[config.mk]
export PLATFORM = sky130hd
export DESIGN_NAME = postfix_expression_evaluator_flat
export DESIGN_NICKNAME = d
export VERILOG_FILES = /design/src/pee_pkg.sv /design/src/pee_chan_if.sv /design/src/pee_ram.sv /design/src/pee_alu.sv /design/src/postfix_expression_evaluator.sv /design/src/flat_wrapper.sv
export SDC_FILE = /design/constraint.sdc
export NUM_CORES = 2
export LEC_CHECK = 0
export ABC_AREA = 0
export ABC_CLOCK_PERIOD_IN_PS = 15700
export BUFFER_PORTS_ARGS = -buffer_cell sky130_fd_sc_hd__buf_2
export CORE_ASPECT_RATIO = 0.9
export CORE_UTILIZATION = 65
export CTS_BUF_LIST = sky130_fd_sc_hd__clkbuf_8
export DETAILED_ROUTE_END_ITERATION = 10
export GPL_TIMING_DRIVEN = 0
export PLACE_DENSITY_LB_ADDON = 0.15
export REMOVE_ABC_BUFFERS = 1
export SYNTH_ARGS = -nofsm -noshare
export SYNTH_HDL_FRONTEND = slang
export SYNTH_SLANG_ARGS = --single-unit
[constraint.sdc]
create_clock -name clock -period 15.7 [get_ports clock]
set_input_delay 4.71 -clock clock [delete_from_list [all_inputs] [get_ports clock]]
set_output_delay 4.71 -clock clock [all_outputs]
set_load 0.005 [all_outputs]
[src/pee_pkg.sv]
// Shared types and character codes for the postfix expression evaluator.
package pee_pkg;

   localparam int VALUE_WIDTH = 32;

   localparam logic [7:0] CHAR_ZERO    = 8'h30;
   localparam logic [7:0] CHAR_NINE    = 8'h39;
   localparam logic [7:0] CHAR_UP_A    = 8'h41;
   localparam logic [7:0] CHAR_UP_Z    = 8'h5A;
   localparam logic [7:0] CHAR_LO_A    = 8'h61;
   localparam logic [7:0] CHAR_LO_Z    = 8'h7A;
   localparam logic [7:0] CHAR_CLOSE   = 8'h29;
   localparam logic [7:0] CHAR_PLUS    = 8'h2B;
   localparam logic [7:0] CHAR_MINUS   = 8'h2D;
   localparam logic [7:0] CHAR_STAR    = 8'h2A;
   localparam logic [7:0] CHAR_SLASH   = 8'h2F;
   localparam logic [7:0] CHAR_PERCENT = 8'h25;

   typedef enum logic [2:0] {
      OP_ADD,
      OP_SUB,
      OP_MUL,
      OP_DIV,
      OP_REM
   } op_type;

   typedef enum logic [1:0] {
      STATUS_OK       = 2'd0,
      STATUS_DIV_ZERO = 2'd1,
      STATUS_OVERFLOW = 2'd2
   } status_type;

   typedef struct packed {
      logic   start;
      op_type op;
   } alu_ctl_type;

   typedef struct packed {
      logic done;
      logic div_zero;
   } alu_sts_type;

   function automatic logic is_alnum(logic [7:0] c);
      return (c >= CHAR_ZERO && c <= CHAR_NINE) ||
             (c >= CHAR_UP_A && c <= CHAR_UP_Z) ||
             (c >= CHAR_LO_A && c <= CHAR_LO_Z);
   endfunction

endpackage

[src/pee_chan_if.sv]
// Valid/ready channel interfaces for character words and result words.
interface pee_req_if;
   logic       valid;
   logic       ready;
   logic [7:0] ch;
   logic       last;

   modport source (output valid, output ch, output last, input ready);
   modport sink (input valid, input ch, input last, output ready);
endinterface

interface pee_rsp_if;
   logic                                     valid;
   logic                                     ready;
   logic signed [pee_pkg::VALUE_WIDTH-1:0]   value;
   pee_pkg::status_type                      status;

   modport source (output valid, output value, output status, input ready);
   modport sink (input valid, input value, input status, output ready);
endinterface

[src/pee_ram.sv]
// Generic single-port-write, single-port-read RAM with registered read data.
module pee_ram #(
   parameter int WIDTH = 32,
   parameter int DEPTH = 64
) (
   input  logic                     clock,
   input  logic                     wr_en,
   input  logic [$clog2(DEPTH)-1:0] wr_addr,
   input  logic [WIDTH-1:0]         wr_data,
   input  logic [$clog2(DEPTH)-1:0] rd_addr,
   output logic [WIDTH-1:0]         rd_data
);

   logic [WIDTH-1:0] mem [DEPTH];
   logic [WIDTH-1:0] rd_data_ff;

   always_ff @(posedge clock) begin
      if (wr_en) begin
         mem[wr_addr] <= wr_data;
      end
      rd_data_ff <= mem[rd_addr];
   end

   assign rd_data = rd_data_ff;

endmodule

[src/pee_alu.sv]
// Shared iterative arithmetic unit: add, subtract, shift-add multiply, restoring divide.
module pee_alu #(
   parameter int DATA_WIDTH = 32
) (
   input  logic                  clock,
   input  logic                  reset,
   input  pee_pkg::alu_ctl_type  ctl,
   input  logic [DATA_WIDTH-1:0] a,
   input  logic [DATA_WIDTH-1:0] b,
   output pee_pkg::alu_sts_type  sts,
   output logic [DATA_WIDTH-1:0] result
);

   localparam int DW        = DATA_WIDTH;
   localparam int CNT_WIDTH = $clog2(DATA_WIDTH);

   typedef enum logic [2:0] {
      A_IDLE,
      A_ADDSUB,
      A_MUL,
      A_DIV,
      A_FIX,
      A_DONE
   } state_type;

   state_type             state_ff, state_in;
   pee_pkg::op_type       op_ff, op_in;
   logic [DW-1:0]         acc_ff, acc_in;
   logic [DW-1:0]         x_ff, x_in;
   logic [DW-1:0]         y_ff, y_in;
   logic [CNT_WIDTH-1:0]  cnt_ff, cnt_in;
   logic                  neg_ff, neg_in;
   logic                  dz_ff, dz_in;

   logic [DW:0]           add_x, add_y, sum;
   logic                  add_cin;
   logic [DW:0]           rem_shift;
   logic [DW-1:0]         fix_val;
   logic [DW-1:0]         a_mag, b_mag;
   logic                  is_sub;

   assign rem_shift = {acc_ff, x_ff[DW-1]};
   assign fix_val   = (op_ff == pee_pkg::OP_DIV) ? x_ff : acc_ff;
   assign a_mag     = a[DW-1] ? (~a + DW'(1)) : a;
   assign b_mag     = b[DW-1] ? (~b + DW'(1)) : b;
   assign is_sub    = (op_ff == pee_pkg::OP_SUB);

   // the one adder every operation goes through
   always_comb begin
      add_x   = '0;
      add_y   = '0;
      add_cin = 1'b0;
      case (state_ff)
         A_ADDSUB: begin
            add_x   = {1'b0, x_ff};
            add_y   = is_sub ? ~{1'b0, y_ff} : {1'b0, y_ff};
            add_cin = is_sub;
         end
         A_MUL: begin
            add_x = {1'b0, acc_ff};
            add_y = {1'b0, (y_ff[0] ? x_ff : {DW{1'b0}})};
         end
         A_DIV: begin
            add_x   = rem_shift;
            add_y   = ~{1'b0, y_ff};
            add_cin = 1'b1;
         end
         A_FIX: begin
            add_y   = ~{1'b0, fix_val};
            add_cin = 1'b1;
         end
         default: begin
            add_x = '0;
         end
      endcase
      sum = add_x + add_y + {{DW{1'b0}}, add_cin};
   end

   always_comb begin
      state_in = state_ff;
      op_in    = op_ff;
      acc_in   = acc_ff;
      x_in     = x_ff;
      y_in     = y_ff;
      cnt_in   = cnt_ff;
      neg_in   = neg_ff;
      dz_in    = dz_ff;
      case (state_ff)
         A_IDLE: begin
            if (ctl.start) begin
               op_in  = ctl.op;
               dz_in  = 1'b0;
               acc_in = '0;
               cnt_in = CNT_WIDTH'(DW - 1);
               case (ctl.op)
                  pee_pkg::OP_ADD, pee_pkg::OP_SUB: begin
                     x_in     = a;
                     y_in     = b;
                     state_in = A_ADDSUB;
                  end
                  pee_pkg::OP_MUL: begin
                     x_in     = a;
                     y_in     = b;
                     state_in = A_MUL;
                  end
                  pee_pkg::OP_DIV, pee_pkg::OP_REM: begin
                     if (b == '0) begin
                        dz_in    = 1'b1;
                        state_in = A_DONE;
                     end else begin
                        x_in     = a_mag;
                        y_in     = b_mag;
                        neg_in   = (ctl.op == pee_pkg::OP_DIV) ? (a[DW-1] ^ b[DW-1]) : a[DW-1];
                        state_in = A_DIV;
                     end
                  end
                  default: begin
                     state_in = A_DONE;
                  end
               endcase
            end
         end
         A_ADDSUB: begin
            acc_in   = sum[DW-1:0];
            state_in = A_DONE;
         end
         A_MUL: begin
            acc_in = sum[DW-1:0];
            x_in   = {x_ff[DW-2:0], 1'b0};
            y_in   = {1'b0, y_ff[DW-1:1]};
            cnt_in = cnt_ff - CNT_WIDTH'(1);
            if (cnt_ff == '0) begin
               state_in = A_DONE;
            end
         end
         A_DIV: begin
            acc_in = sum[DW] ? rem_shift[DW-1:0] : sum[DW-1:0];
            x_in   = {x_ff[DW-2:0], ~sum[DW]};
            cnt_in = cnt_ff - CNT_WIDTH'(1);
            if (cnt_ff == '0) begin
               state_in = A_FIX;
            end
         end
         A_FIX: begin
            acc_in   = neg_ff ? sum[DW-1:0] : fix_val;
            state_in = A_DONE;
         end
         A_DONE: begin
            state_in = A_IDLE;
         end
         default: begin
            state_in = A_IDLE;
         end
      endcase
   end

   always_ff @(posedge clock) begin
      if (reset) begin
         state_ff <= A_IDLE;
      end else begin
         state_ff <= state_in;
      end
      op_ff  <= op_in;
      acc_ff <= acc_in;
      x_ff   <= x_in;
      y_ff   <= y_in;
      cnt_ff <= cnt_in;
      neg_ff <= neg_in;
      dz_ff  <= dz_in;
   end

   assign sts.done     = (state_ff == A_DONE);
   assign sts.div_zero = dz_ff;
   assign result       = acc_ff;

endmodule

[src/postfix_expression_evaluator.sv]
// Postfix expression evaluator: top level with stack sequencer and result register.
//
// Takes one character word per handshake and evaluates the postfix expression on a
// stack of STACK_DEPTH entries of DATA_WIDTH bits held in RAM. A digit or letter
// is pushed onto the stack. An operator pops two entries from the RAM (registered
// read, one entry a cycle) and runs on one shared adder: + and - as an add or
// subtract, * as one shift-add a cycle, / and % as one restoring step a cycle. A
// word with last set reads the top of the stack into the result register; the
// result word may wait there while the next expression is taken in. The input is not
// ready while an operator or the end of an expression is in progress.
module postfix_expression_evaluator #(
   parameter int STACK_DEPTH = 64,
   parameter int DATA_WIDTH  = 32
) (
   input logic       clock,
   input logic       reset,
   pee_req_if.sink   req_chan,
   pee_rsp_if.source rsp_chan
);

   localparam int AW = $clog2(STACK_DEPTH);
   localparam int CW = $clog2(STACK_DEPTH + 1);
   localparam int VW = pee_pkg::VALUE_WIDTH;

   typedef enum logic [2:0] {
      S_IDLE,
      S_POP_B,
      S_POP_A,
      S_LOAD,
      S_EXEC,
      S_FIN_RD,
      S_FIN_OUT
   } state_type;

   state_type            state_ff, state_in;
   logic [CW-1:0]        count_ff, count_in;
   pee_pkg::status_type  err_ff, err_in;
   logic                 stop_ff, stop_in;
   logic                 last_ff, last_in;
   pee_pkg::op_type      op_ff, op_in;
   logic                 hit_ff, hit_in;
   logic [DATA_WIDTH-1:0] b_ff, b_in;
   logic                 rsp_valid_ff, rsp_valid_in;
   logic signed [VW-1:0] rsp_value_ff, rsp_value_in;
   pee_pkg::status_type  rsp_status_ff, rsp_status_in;

   logic                  push_en;
   logic [DATA_WIDTH-1:0] push_data;
   logic                  ram_wr_en;
   logic [CW-1:0]         count_dec;
   logic [DATA_WIDTH-1:0] rd_data;
   logic [DATA_WIDTH-1:0] alu_a;
   logic [DATA_WIDTH-1:0] alu_result;
   pee_pkg::alu_ctl_type  alu_ctl;
   pee_pkg::alu_sts_type  alu_sts;

   assign count_dec = count_ff - CW'(1);
   assign ram_wr_en = push_en && (count_ff < CW'(STACK_DEPTH));
   assign alu_a     = hit_ff ? rd_data : '0;

   pee_ram #(
      .WIDTH (DATA_WIDTH),
      .DEPTH (STACK_DEPTH)
   ) u_stack (
      .clock   (clock),
      .wr_en   (ram_wr_en),
      .wr_addr (count_ff[AW-1:0]),
      .wr_data (push_data),
      .rd_addr (count_dec[AW-1:0]),
      .rd_data (rd_data)
   );

   pee_alu #(
      .DATA_WIDTH (DATA_WIDTH)
   ) u_alu (
      .clock  (clock),
      .reset  (reset),
      .ctl    (alu_ctl),
      .a      (alu_a),
      .b      (b_ff),
      .sts    (alu_sts),
      .result (alu_result)
   );

   always_comb begin
      state_in      = state_ff;
      count_in      = count_ff;
      err_in        = err_ff;
      stop_in       = stop_ff;
      last_in       = last_ff;
      op_in         = op_ff;
      hit_in        = hit_ff;
      b_in          = b_ff;
      rsp_valid_in  = rsp_valid_ff && !rsp_chan.ready;
      rsp_value_in  = rsp_value_ff;
      rsp_status_in = rsp_status_ff;
      push_en       = 1'b0;
      push_data     = DATA_WIDTH'(req_chan.ch) - DATA_WIDTH'(pee_pkg::CHAR_ZERO);
      alu_ctl.start = 1'b0;
      alu_ctl.op    = op_ff;
      case (state_ff)
         S_IDLE: begin
            if (req_chan.valid) begin
               last_in  = req_chan.last;
               state_in = req_chan.last ? S_FIN_RD : S_IDLE;
               if (!stop_ff) begin
                  case (req_chan.ch)
                     pee_pkg::CHAR_CLOSE: begin
                        stop_in = 1'b1;
                     end
                     pee_pkg::CHAR_PLUS: begin
                        op_in    = pee_pkg::OP_ADD;
                        state_in = S_POP_B;
                     end
                     pee_pkg::CHAR_MINUS: begin
                        op_in    = pee_pkg::OP_SUB;
                        state_in = S_POP_B;
                     end
                     pee_pkg::CHAR_STAR: begin
                        op_in    = pee_pkg::OP_MUL;
                        state_in = S_POP_B;
                     end
                     pee_pkg::CHAR_SLASH: begin
                        op_in    = pee_pkg::OP_DIV;
                        state_in = S_POP_B;
                     end
                     pee_pkg::CHAR_PERCENT: begin
                        op_in    = pee_pkg::OP_REM;
                        state_in = S_POP_B;
                     end
                     default: begin
                        push_en = pee_pkg::is_alnum(req_chan.ch);
                     end
                  endcase
               end
            end
         end
         S_POP_B: begin
            hit_in = (count_ff != '0);
            if (count_ff != '0) begin
               count_in = count_dec;
            end
            state_in = S_POP_A;
         end
         S_POP_A: begin
            b_in   = hit_ff ? rd_data : '0;
            hit_in = (count_ff != '0);
            if (count_ff != '0) begin
               count_in = count_dec;
            end
            state_in = S_LOAD;
         end
         S_LOAD: begin
            alu_ctl.start = 1'b1;
            state_in      = S_EXEC;
         end
         S_EXEC: begin
            push_data = alu_result;
            if (alu_sts.done) begin
               if (alu_sts.div_zero && err_ff == pee_pkg::STATUS_OK) begin
                  err_in = pee_pkg::STATUS_DIV_ZERO;
               end
               push_en  = 1'b1;
               state_in = last_ff ? S_FIN_RD : S_IDLE;
            end
         end
         S_FIN_RD: begin
            state_in = S_FIN_OUT;
         end
         S_FIN_OUT: begin
            if (!rsp_valid_ff || rsp_chan.ready) begin
               rsp_valid_in  = 1'b1;
               rsp_value_in  = (count_ff != '0 && err_ff == pee_pkg::STATUS_OK) ?
                               VW'(rd_data) : '0;
               rsp_status_in = err_ff;
               count_in      = '0;
               err_in        = pee_pkg::STATUS_OK;
               stop_in       = 1'b0;
               state_in      = S_IDLE;
            end
         end
         default: begin
            state_in = S_IDLE;
         end
      endcase
      // push after any error noted above, so the first error wins
      if (push_en) begin
         if (count_ff < CW'(STACK_DEPTH)) begin
            count_in = count_ff + CW'(1);
         end else if (err_in == pee_pkg::STATUS_OK) begin
            err_in = pee_pkg::STATUS_OVERFLOW;
         end
      end
   end

   always_ff @(posedge clock) begin
      if (reset) begin
         state_ff     <= S_IDLE;
         count_ff     <= '0;
         err_ff       <= pee_pkg::STATUS_OK;
         stop_ff      <= 1'b0;
         rsp_valid_ff <= 1'b0;
      end else begin
         state_ff     <= state_in;
         count_ff     <= count_in;
         err_ff       <= err_in;
         stop_ff      <= stop_in;
         rsp_valid_ff <= rsp_valid_in;
      end
      last_ff       <= last_in;
      op_ff         <= op_in;
      hit_ff        <= hit_in;
      b_ff          <= b_in;
      rsp_value_ff  <= rsp_value_in;
      rsp_status_ff <= rsp_status_in;
   end

   assign req_chan.ready  = (state_ff == S_IDLE);
   assign rsp_chan.valid  = rsp_valid_ff;
   assign rsp_chan.value  = rsp_value_ff;
   assign rsp_chan.status = rsp_status_ff;

endmodule
[src/flat_wrapper.sv]
// flat-port wrapper written by rule: the top's interface ports become plain ports
module postfix_expression_evaluator_flat 
#(
   parameter int STACK_DEPTH = 64,
   parameter int DATA_WIDTH  = 32
)
  (clock, reset, req_chan_valid, req_chan_ch, req_chan_last, req_chan_ready, rsp_chan_valid, rsp_chan_value, rsp_chan_status, rsp_chan_ready);
  pee_req_if req_chan_i ();
  pee_rsp_if rsp_chan_i ();
  input logic clock;
  input logic reset;
  input wire logic [$bits(req_chan_i.valid)-1:0] req_chan_valid;
  input wire logic [$bits(req_chan_i.ch)-1:0] req_chan_ch;
  input wire logic [$bits(req_chan_i.last)-1:0] req_chan_last;
  output wire logic [$bits(req_chan_i.ready)-1:0] req_chan_ready;
  output wire logic [$bits(rsp_chan_i.valid)-1:0] rsp_chan_valid;
  output wire logic [$bits(rsp_chan_i.value)-1:0] rsp_chan_value;
  output wire logic [$bits(rsp_chan_i.status)-1:0] rsp_chan_status;
  input wire logic [$bits(rsp_chan_i.ready)-1:0] rsp_chan_ready;
  assign req_chan_i.valid = req_chan_valid;
  assign req_chan_i.ch = req_chan_ch;
  assign req_chan_i.last = req_chan_last;
  assign req_chan_ready = req_chan_i.ready;
  assign rsp_chan_valid = rsp_chan_i.valid;
  assign rsp_chan_value = rsp_chan_i.value;
  assign rsp_chan_status = rsp_chan_i.status;
  assign rsp_chan_i.ready = rsp_chan_ready;
  postfix_expression_evaluator #(.STACK_DEPTH(STACK_DEPTH), .DATA_WIDTH(DATA_WIDTH)) u_core (.clock(clock), .reset(reset), .req_chan(req_chan_i), .rsp_chan(rsp_chan_i));
endmodule
==> run summary <==
XOR/XNOR Fraction of Synth Area: 0.8714%
FF-to-FF setup slack: 7.82 ns
Mean Syn Cell Area: 20.22 um^2
Total Routing Usage GR: 31.91%
Min-Delay Startpoint: u_core.err_ff[1]
Status: completed
Layout cell share with drive strength beyond 1: 30.20%
Site Rows: 130
Hold Worst Slack: 0.5279 ns
Max Slew Vio Count: 0
CP startpoint kind: input port
Hold path depth: 0
Post-synthesis mux area share: 17.33%
Max_cap viols: 0
Reg2reg end: u_core.u_alu.result[1]
Vias in the first global route: 48,640
R2r worst-path depth: 16
Sequential fraction of the synthesis area: 73.32%
CTS Buf Count: 354
Core Box Area: 0.1404 mm^2
Clk Latency, worst-skew pair: 1.03 ns
Clk_skew: 0.05888 ns
Slew margin rel.: 2.500%
Filler Cells Inserted: 7,441
Worst-margin pin slew: 1.461 ns
Synth Area in Simple Gates: 3.019%
Arrival time of the worst setup path: 8.94 ns
Hold Path End: u_core.rsp_chan.status[1]
Power Dens Cells: 164.6 mW/mm^2
Clock Tree Root: clkbuf_8
Clk sinks: 2,274
DR vias/cell: 6.863
CTS clk-pin slew, worst paths: 0.06 ns
EDFF count, synth: 2,225
HP Class: flip-flop to flip-flop
Final Hold Fails: 0
Drt drc: 0
Seq cells post-synth: 2,274
H-tree levels: 5
Post-Syn Instances: 4,573
Top cell type's share of synthesized area: 72.26%
Largest family of logic cells by synthesized area: multiplexers
Total design power: 17.36 mW
Initial Utilization: 65.87%
Die area: 0.1438 mm^2
Critical Path RT: 16.37 ns
Synth Area in Adders: 0.5981%
DRT Pass-1 Iters: 8
Nets: 5,070
Area Overhead vs Synth: 14.02%
Setup TNS: 0 ns
Post-route core utilization: 75.11%
Maximum vdd drop: 123.1 uV
Worst-path maximum fanout: 19
Die span in y: 359.8 um
FF+latch area: 0.06781 mm^2
Final Critical Period: 8.268 ns
I/O Buffers: 48
Post-synth cell types: 76
First-pass GRT wire length: 328,400 um
Synth warn: 0
Largest net degree at the start of global routing: 73
Final ANT Viol Nets: 0
Area of the mapped netlist: 0.09246 mm^2
Kind of critical path: input port to flip-flop
CTS tree: built
Crit end category: flip-flop
Leak: 33.69 nW
# IOs: 49
Vias: 48,830
Synth async-reset ratio: 0%
Critical R2R Launch: u_core.u_alu.state_ff[1]
Synth Area in Compound Gates: 3.507%
Post-DR wirelength/cell: 31.57 um
Post-synth top flop: edfxtp_1
Initial antenna violation count: 17
Setup violators final: 0
Fmax: 120.9 MHz
Post-CTS setup buffers: 0
RSZ-0062 raised after global routing: false
Synth top area cells: edfxtp_1, mux4_2, dfxtp_1
Max clock buf depth: 4
Yosys top cell by area: edfxtp_1
GP Congestion: 0.9143
CTS resizes: 0
Hold-fix buffers, CTS: 0
DP Wirelength: 150,800 um
Total gr overflow: 0
Multi-input logic area: 0.02405 mm^2
Iter 0 DRT Violations: 6,526
Period utilisation layout: 52.66%
Die width: 399.6 um
DRT Wirelength: 224,600 um
-- layer usage --
metal | up-vias | wire (um) | track usage, %
met5 | - | 30 | 0
met4 | 4 | 6799 | 10.60
met3 | 455 | 23620 | 6.672
met2 | 3013 | 108300 | 49.03
met1 | 25350 | 85900 | 46.65
li1 | 20010 | - | -
-- layout make-up --
type | count | share of cell area [%]
diodes | 5 | 0.01187
clock buffers | 364 | 4.752
clock inverters | 240 | 1.323
inverters | 52 | 0.1851
multi-input cells | 1975 | 22.82
flip-flops and latches | 2274 | 64.31
well taps | 1848 | 2.193
repair buffers | 357 | 4.408
-- worst max path at each step --
stage	startpoint	to	cells past startpoint
finish	req_chan_ch[4]	u_core.u_stack.mem[50][13]	11
global route	req_chan_ch[4]	u_core.u_stack.mem[50][12]	11
CTS	req_chan_ch[4]	u_core.u_stack.mem[50][12]	11
detailed placement	req_chan_ch[4]	u_core.u_stack.mem[50][13]	11
global placement	u_core.count_ff[0]	u_core.u_stack.rd_data[12]	5
floorplan	u_core.count_ff[0]	u_core.u_stack.rd_data[0]	5
-- state kept, by name, summed over array words and instances, names as in the netlist --
signal and count:
u_core.u_stack.rd_data 32, u_core.op_ff 3, u_core.rsp_chan.value 32, u_core.rsp_chan.valid 1, u_core.hit_ff 1, u_core.state_ff 3
u_core.rsp_chan.status 2, u_core.u_alu.op_ff 3, u_core.u_alu.x_ff 32, u_core.err_ff 2, u_core.b_ff 32, u_core.stop_ff 1
u_core.last_ff 1, u_core.u_alu.y_ff 32, u_core.u_alu.cnt_ff 5, u_core.u_alu.state_ff 3, u_core.u_stack.mem 2048, u_core.u_alu.dz_ff 1
u_core.count_ff 7, u_core.u_alu.neg_ff 1, u_core.u_alu.result 32
-- stage by stage --
stage               instances  setup slack, ns  instance area [um^2]
detailed placement       6506            6.487                 99010
finish                   7115            7.432                105400
global placement         6197           -41.67                 93960
global route             7112            7.327                105400
floorplan                4301           -20.52                 91410
CTS                      7110            7.565                105400
-- where the power goes --
| group | internal [mW] | leakage [nW] | switching (mW) |
|---|---|---|---|
| clock network | 2.40 | 3.72 | 2.21 |
| logic | 2.26 | 9.29 | 2.98 |
| registers | 7.30 | 20.7 | 0.209 |
-- cell usage after synthesis, types with 8 or more instances --
library cell / count
o31ai_1: 12
xnor2_1: 70
inv_1: 52
buf_2: 8
o21bai_1: 9
nor2_1: 173
nand2b_1: 16
a21o_1: 39
buf_1: 57
a21oi_1: 156
nand2_1: 167
and2_1: 52
nor3_1: 57
o221ai_1: 19
a31oi_1: 18
nor2b_1: 10
or3_1: 9
o21ai_0: 101
clkbuf_1: 203
mux2i_1: 87
a211oi_1: 45
o211ai_1: 9
a221o_1: 35
xor2_1: 22
dfxtp_1: 49
edfxtp_1: 2225
and3_1: 8
nand3_1: 19
mux4_2: 672
ha_1: 41
nor4_1: 21
-- kinds of logic after synthesis --
kind of cell,after synthesis
fa+ha+maj,43
compound gates,497
xor+xnor,92
buf+inv,324
flops,2274
simple gates,582
mux,761
-- cell usage in the layout, fill, tap and decap left out, types with 15 or more instances in the layout --
cell / count
buf_8: 43
nand2_1: 163
ha_1: 40
edfxtp_1: 2225
clkinv_1: 62
o221ai_1: 19
buf_6: 70
buf_16: 37
nor3_2: 18
a21oi_1: 152
xor2_1: 22
nor4_2: 20
clkinv_2: 27
a31oi_1: 18
a21o_1: 15
nor3_1: 39
buf_4: 97
buf_2: 49
inv_1: 176
nand2b_1: 16
buf_12: 61
nor2_1: 136
clkbuf_8: 364
nor2_4: 36
bufinv_16: 16
and2_1: 51
a221o_1: 35
mux2i_1: 87
o21ai_0: 100
a211oi_1: 45
xnor2_1: 66
mux4_2: 672
nand3_1: 19
dfxtp_1: 45
a21o_2: 24
-- critical path, cell delays in order --
cell and delay (ns):
buf_2 0.21, ha_1 0.32, o211ai_1 0.11, a31oi_1 0.10
or4_4 0.44, a2111oi_2 0.36, or2_1 0.48, nand2_4 0.29
or3_1 0.77, nor2_4 0.80, buf_12 0.27
No activity file was read; power rests on OpenSTA's default activity.
